==> src/hdl/vt100_escape_key_decoder_macros.svh <==
// assertion macros for the vt100 escape key decoder
`ifndef VT100_ESCAPE_KEY_DECODER_MACROS_SVH
`define VT100_ESCAPE_KEY_DECODER_MACROS_SVH

// same-cycle implication, checked outside reset
`define VTKD_ASSERT_NOW(lbl, ante, cons, msg) \
  lbl: assert property (@(posedge clk_i) disable iff (!rst_ni) (ante) |-> (cons)) \
    else $error(msg);

// next-cycle implication, checked outside reset
`define VTKD_ASSERT_NEXT(lbl, ante, cons, msg) \
  lbl: assert property (@(posedge clk_i) disable iff (!rst_ni) (ante) |=> (cons)) \
    else $error(msg);

`endif

==> src/hdl/vtkd_pkg.sv <==
// shared codes and byte constants for the vt100 escape key decoder
`timescale 1ns / 1ps

package vtkd_pkg;

  localparam int unsigned KindW = 3;
  localparam int unsigned ModeW = 4;

  // result kinds
  localparam logic [KindW-1:0] KIND_CHAR  = 3'd0;
  localparam logic [KindW-1:0] KIND_UP    = 3'd1;
  localparam logic [KindW-1:0] KIND_DOWN  = 3'd2;
  localparam logic [KindW-1:0] KIND_RIGHT = 3'd3;
  localparam logic [KindW-1:0] KIND_LEFT  = 3'd4;

  // parser modes
  localparam logic [ModeW-1:0] MODE_IDLE    = 4'd0;
  localparam logic [ModeW-1:0] MODE_ESC     = 4'd1;
  localparam logic [ModeW-1:0] MODE_SKIP1   = 4'd2;
  localparam logic [ModeW-1:0] MODE_CSI_PAR = 4'd3;
  localparam logic [ModeW-1:0] MODE_CSI_INT = 4'd4;

  localparam logic [7:0] BYTE_ESC     = 8'h1b;
  localparam logic [7:0] BYTE_CSI     = 8'h5b;
  localparam logic [7:0] PARAM_LO     = 8'h30;
  localparam logic [7:0] PARAM_HI     = 8'h3f;
  localparam logic [7:0] INTER_LO     = 8'h20;
  localparam logic [7:0] INTER_HI     = 8'h2f;
  localparam logic [7:0] FINAL_UP     = 8'h41;
  localparam logic [7:0] FINAL_DOWN   = 8'h42;
  localparam logic [7:0] FINAL_RIGHT  = 8'h43;
  localparam logic [7:0] FINAL_LEFT   = 8'h44;

  typedef logic [KindW-1:0] kind_t;

endpackage

==> src/hdl/vt100_escape_key_decoder.sv <==
// vt100 escape key decoder: byte-wise escape parser with a registered result
//
//   channel | signals                          | beat
//   --------+----------------------------------+-------------------------------
//   in      | in_valid_i in_stall_o byte_in_i  | one terminal byte
//   out     | out_valid_o out_stall_i kind_o   | one character or arrow key
//           | char_out_o                       |
//
// one byte a cycle unless stalled; result on the cycle after its byte is taken
// the rate is set by the single mode register and the one-deep result register
// the input stalls only while a result is held and the output is stalled
// reset clears the mode to idle and empties the result register
`timescale 1ns / 1ps
`include "vt100_escape_key_decoder_macros.svh"

module vt100_escape_key_decoder (
  input  logic               clk_i,
  input  logic               rst_ni,
  input  logic               in_valid_i,
  output logic               in_stall_o,
  input  logic [7:0]         byte_in_i,
  output logic               out_valid_o,
  input  logic               out_stall_i,
  output vtkd_pkg::kind_t    kind_o,
  output logic [7:0]         char_out_o
);
  import vtkd_pkg::*;

  logic [ModeW-1:0] mode_q, mode_d;
  logic             out_valid_q, out_valid_d;
  kind_t            kind_q, kind_d;
  logic [7:0]       char_q, char_d;
  logic             accept;
  logic             emit;
  kind_t            emit_kind;
  logic [7:0]       emit_char;
  logic             final_hit;
  kind_t            final_kind;
  logic             key_beat;
  logic             char_beat;
  logic             plain_in;
  logic             esc_in;

  assign in_stall_o = out_valid_q & out_stall_i;
  assign accept     = in_valid_i & ~in_stall_o;

  // final byte of a csi sequence
  always_comb begin
    final_hit  = 1'b1;
    final_kind = KIND_UP;
    case (byte_in_i)
      FINAL_UP:    final_kind = KIND_UP;
      FINAL_DOWN:  final_kind = KIND_DOWN;
      FINAL_RIGHT: final_kind = KIND_RIGHT;
      FINAL_LEFT:  final_kind = KIND_LEFT;
      default:     final_hit  = 1'b0;
    endcase
  end

  always_comb begin
    mode_d    = mode_q;
    emit      = 1'b0;
    emit_kind = KIND_CHAR;
    emit_char = 8'h00;
    case (mode_q)
      MODE_IDLE: begin
        if (byte_in_i == BYTE_ESC) begin
          mode_d = MODE_ESC;
        end else begin
          emit      = 1'b1;
          emit_char = byte_in_i;
        end
      end
      MODE_ESC: begin
        if (byte_in_i inside {8'h4e, 8'h4f, 8'h50, 8'h5c, 8'h5d, 8'h58, 8'h5e, 8'h5f}) begin
          mode_d = MODE_SKIP1;
        end else if (byte_in_i == BYTE_CSI) begin
          mode_d = MODE_CSI_PAR;
        end else begin
          mode_d = MODE_IDLE;
        end
      end
      MODE_CSI_PAR: begin
        if (byte_in_i inside {[PARAM_LO:PARAM_HI]}) begin
          mode_d = MODE_CSI_PAR;
        end else if (byte_in_i inside {[INTER_LO:INTER_HI]}) begin
          mode_d = MODE_CSI_INT;
        end else begin
          mode_d    = MODE_IDLE;
          emit      = final_hit;
          emit_kind = final_kind;
        end
      end
      MODE_CSI_INT: begin
        if (!(byte_in_i inside {[INTER_LO:INTER_HI]})) begin
          mode_d    = MODE_IDLE;
          emit      = final_hit;
          emit_kind = final_kind;
        end
      end
      // swallow-one mode and unused codes drop the byte
      default: mode_d = MODE_IDLE;
    endcase
  end

  always_comb begin
    out_valid_d = out_valid_q;
    kind_d      = kind_q;
    char_d      = char_q;
    if (!out_valid_q || !out_stall_i) begin
      out_valid_d = accept & emit;
      if (accept && emit) begin
        kind_d = emit_kind;
        char_d = emit_char;
      end
    end
  end

  always_ff @(posedge clk_i or negedge rst_ni) begin
    if (!rst_ni) begin
      mode_q      <= MODE_IDLE;
      out_valid_q <= 1'b0;
    end else begin
      out_valid_q <= out_valid_d;
      if (accept) begin
        mode_q <= mode_d;
      end
    end
  end

  always_ff @(posedge clk_i) begin
    kind_q <= kind_d;
    char_q <= char_d;
  end

  assign out_valid_o = out_valid_q;
  assign kind_o      = kind_q;
  assign char_out_o  = char_q;

  assign key_beat  = out_valid_o & (kind_o != KIND_CHAR);
  assign char_beat = out_valid_o & (kind_o == KIND_CHAR);
  assign plain_in  = accept & (mode_q == MODE_IDLE) & (byte_in_i != BYTE_ESC);
  assign esc_in    = accept & (mode_q == MODE_IDLE) & (byte_in_i == BYTE_ESC);

  `VTKD_ASSERT_NOW(a_key_char_zero, key_beat, char_out_o == 8'h00, "nonzero char on key beat")
  `VTKD_ASSERT_NOW(a_kind_range, out_valid_o, kind_o <= KIND_LEFT, "result kind out of range")
  `VTKD_ASSERT_NEXT(a_plain_pass, plain_in, char_beat && char_out_o == $past(byte_in_i), "char lost")
  `VTKD_ASSERT_NEXT(a_esc_opens, esc_in, mode_q == MODE_ESC, "escape did not open a sequence")
  `VTKD_ASSERT_NOW(a_stall_full, in_stall_o, out_valid_o, "stall with empty result register")

endmodule

==> config.mk <==
export PLATFORM = sky130hd
export DESIGN_NAME = vt100_escape_key_decoder
export DESIGN_NICKNAME = d
export VERILOG_FILES = /design/src/hdl/vtkd_pkg.sv /design/src/hdl/vt100_escape_key_decoder.sv
export VERILOG_INCLUDE_DIRS = /design/src /design/src/hdl
export SDC_FILE = /design/constraint.sdc
export NUM_CORES = 1
export LEC_CHECK = 0
export ABC_AREA = 1
export BUFFER_PORTS_ARGS = -buffer_cell sky130_fd_sc_hd__buf_2
export CORE_MARGIN = 2
export CORE_UTILIZATION = 35
export DETAILED_ROUTE_END_ITERATION = 10
export GPL_TIMING_DRIVEN = 0
export PLACE_DENSITY_LB_ADDON = 0.15
export REMOVE_ABC_BUFFERS = 1
export SYNTH_ARGS = -nofsm -noshare
export SYNTH_HDL_FRONTEND = slang
export SYNTH_SLANG_ARGS = --single-unit
==> constraint.sdc <==
create_clock -name clk_i -period 1.6 [get_ports clk_i]
set_input_delay 0.32 -clock clk_i [delete_from_list [all_inputs] [get_ports clk_i]]
set_output_delay 0.32 -clock clk_i [all_outputs]
set_load 0.01 [all_outputs]
==> metrics.txt <==
TritonCTS clock tree built; Final Hold Violating Endpoints 0; Max Slew Vio Count 0; total gr overflow 0; layout cell share with drive strength beyond 1 39.7%; Root Buffer clkbuf_4; commonest non-fill, non-tap cell in the layout buf_2; first-pass GRT wire length ~2600 um; slowest CP cell dfrtp_1; P_sw around 470 uW; htree depth 1; Crit. End Element flop; Seq/Total Area, Yosys 51.3%; Nets 154; min cycle time layout 1.56 ns; switch share a little over a third; CP peak stage delay 0.44 ns; Top Ports 25; DRT antenna net count 0; average routed wire per standard cell 10.0 um; Chip Height 52.9 um; Synth Warn # 0; Post-Route WL 1690 um; Initial Util 37.5%; via density per instance 4.60; clock skew approximately 0.005 ns; actual slew at the worst max-slew pin around 0.29 ns; Final setup violation count 0; row cnt 17; initial antenna violation count 0; Area contributors post-synth edfxtp_1, dfrtp_1, nand2_1, nor2_1, inv_1; status completed; syn avg cell area 8.06 um^2; Leak 0.000578 uW; Power Density 1150 nW/um^2; maximum buffer depth of the clock tree 2; CTS clk-pin slew, worst paths approximately 0.09 ns; R2R depth 6; post-synth cell types 18; DRT Pass-1 Iters 4; Hold Path Class input pin to flop; Total GRT Usage 12.4%; fin crit share 97.3%; f_max 642 MHz; fin area about 1100 um^2; Reg power frac a little over two fifths; diodes inserted 0; Max VDD drop approximately 600 uV; Critical Path RT ~1.6 ns; clock buffer count from CTS 3; CP Cell Sequence buf_4, nor3_4, o21ai_4, nand2_2, nand2_4, clkinvlp_4; clk sinks 15; core area 2230 um^2; Netlist Area Pre-Place 838 um^2; Starting DRT DRC Count 10; maximum number of pins on one net before global-route repair 11; Synth Instances around 100; Clock power frac 16.4%; Comb power frac roughly two fifths; Hold Path Stages 3; Crit path arrival time 1.55 ns; GPL Wtd Cong 0.766; Slew HR 80.7%; Startpoint Class flop; DP Area between 900 and 1000 um^2; clk_lat worst skew 0.28 ns; detailed-route DRC error count 0; Area growth, synth to finish 36.1%; IO Port Bufs 24; Internal 846 uW; vias in the first global route about 650; FF+latch count, synth 15; dpl hpwl 1210 um; die footprint 2800 um^2; die width between 50 and 60 um; maxcap violations 0; Final Util approximately 50%; most frequent cells in the layout buf_2, nand2_1, nor2_1; Vias about 780; crit path max fanout 6; area leader, netlist edfxtp_1; crit path kind flop to flop; Yosys top cell area share 39.4%
==> sequential cells by signal, indices dropped and copies added, names as in the netlist <==
signal	count
out_valid_o	1
mode_q	3
kind_o	3
char_out_o	8
==> per-stage QoR <==
stage	setup slack, ns	hold WS (ns)	setup TNS (ns)	power (uW)	instances
6_report	0.0435	0.284	0	1320	169
5_1_grt	-0.0106	0.326	-0.0211	1400	169
4_1_cts	0.00250	0.287	0	1220	162
3_5_place_dp	-0.297	0.128	-3.26	974	156
3_3_place_gp	-0.278	0.127	-3.05	968	156
2_1_floorplan	-0.0422	0.0244	-0.464	835	104
==> cell families (layout without fill, tap and decap cells) <==
kind of cell	Yosys count	in the layout	share of synthesized area [%]
AO/OA/AOI/OAI	4	4	4.33
flip-flops	15	15	51.3
buffers and inverters	20	57	8.95
AND/OR/NAND/NOR	65	65	35.4
==> Yosys cell counts <==
cell type / number
nand2_1: 25
nor2_1: 22
inv_1: 19
edfxtp_1: 11
nand3_1: 8
dfrtp_1: 4
nand4_1: 2
nor3_1: 2
o21ai_1: 2
inv_2: 1
nand2_2: 1
nand3b_1: 1
nand3b_4: 1
nor2_2: 1
nor2_4: 1
o211a_1: 1
o21ai_4: 1
or2_2: 1
==> worst paths after layout <==
path	to	startpoint	slack [ns]
setup / recovery	kind_o[2]	mode_q[0]	0.04
hold / removal	out_valid_o	out_stall_i	0.28
setup reg to reg	kind_o[2]	mode_q[0]	0.04
hold reg to reg	out_valid_o	out_valid_o	0.53
max in group asynchronous	mode_q[2]	rst_ni	1.11
min in group asynchronous	mode_q[0]	rst_ni	0.37
==> final cells by class <==
cell class	instances	area (um^2)
fill	234	1090
sequential	15	433
multi-input combinational	69	377
timing repair buffer	32	183
inverter	20	78.8
tap	28	35.0
clock buffer	3	22.5
timing repair inverter	1	7.51
clock inverter	1	5.00
==> worst max-delay path, delay by kind of cell (launching register included) <==
kind	cells	cell delay (ns)
buf+inv	2	0.32
flops	1	0.44
compound gates	1	0.12
simple gates	3	0.39
==> layer usage <==
metal / GRT usage, % / vias up / routed length [um]
met1: 15.5 / 350 / 742
met3: 1.69 / 2 / 88
met2: 20.8 / 21 / 832
li1: - / 404 / -
met4: 6.41 / 0 / 25
met5: 0 / - / 0
==> power groups by stage <==
stage | logic [uW] | clock network [uW] | registers, uW
final | 523 | 216 | 577
after CTS | 424 | 221 | 574
after floorplan | 213 | 0 | 622
after global routing | 577 | 234 | 587
after detailed placement | 393 | 0 | 581
after global placement | 389 | 0 | 579
==> what timing repair did <==
item | 4_1_cts | 5_1_grt
gates resized for setup | 5 | 12
gates cloned | 1 | 0
setup buffers | 0 | 7
pin swaps | 0 | 1
hold buffers | 1 | 0
endpoints found under the setup margin | 11 | 11
endpoints found under the hold margin | 4 | 0
(Power assumes the default switching activity.)
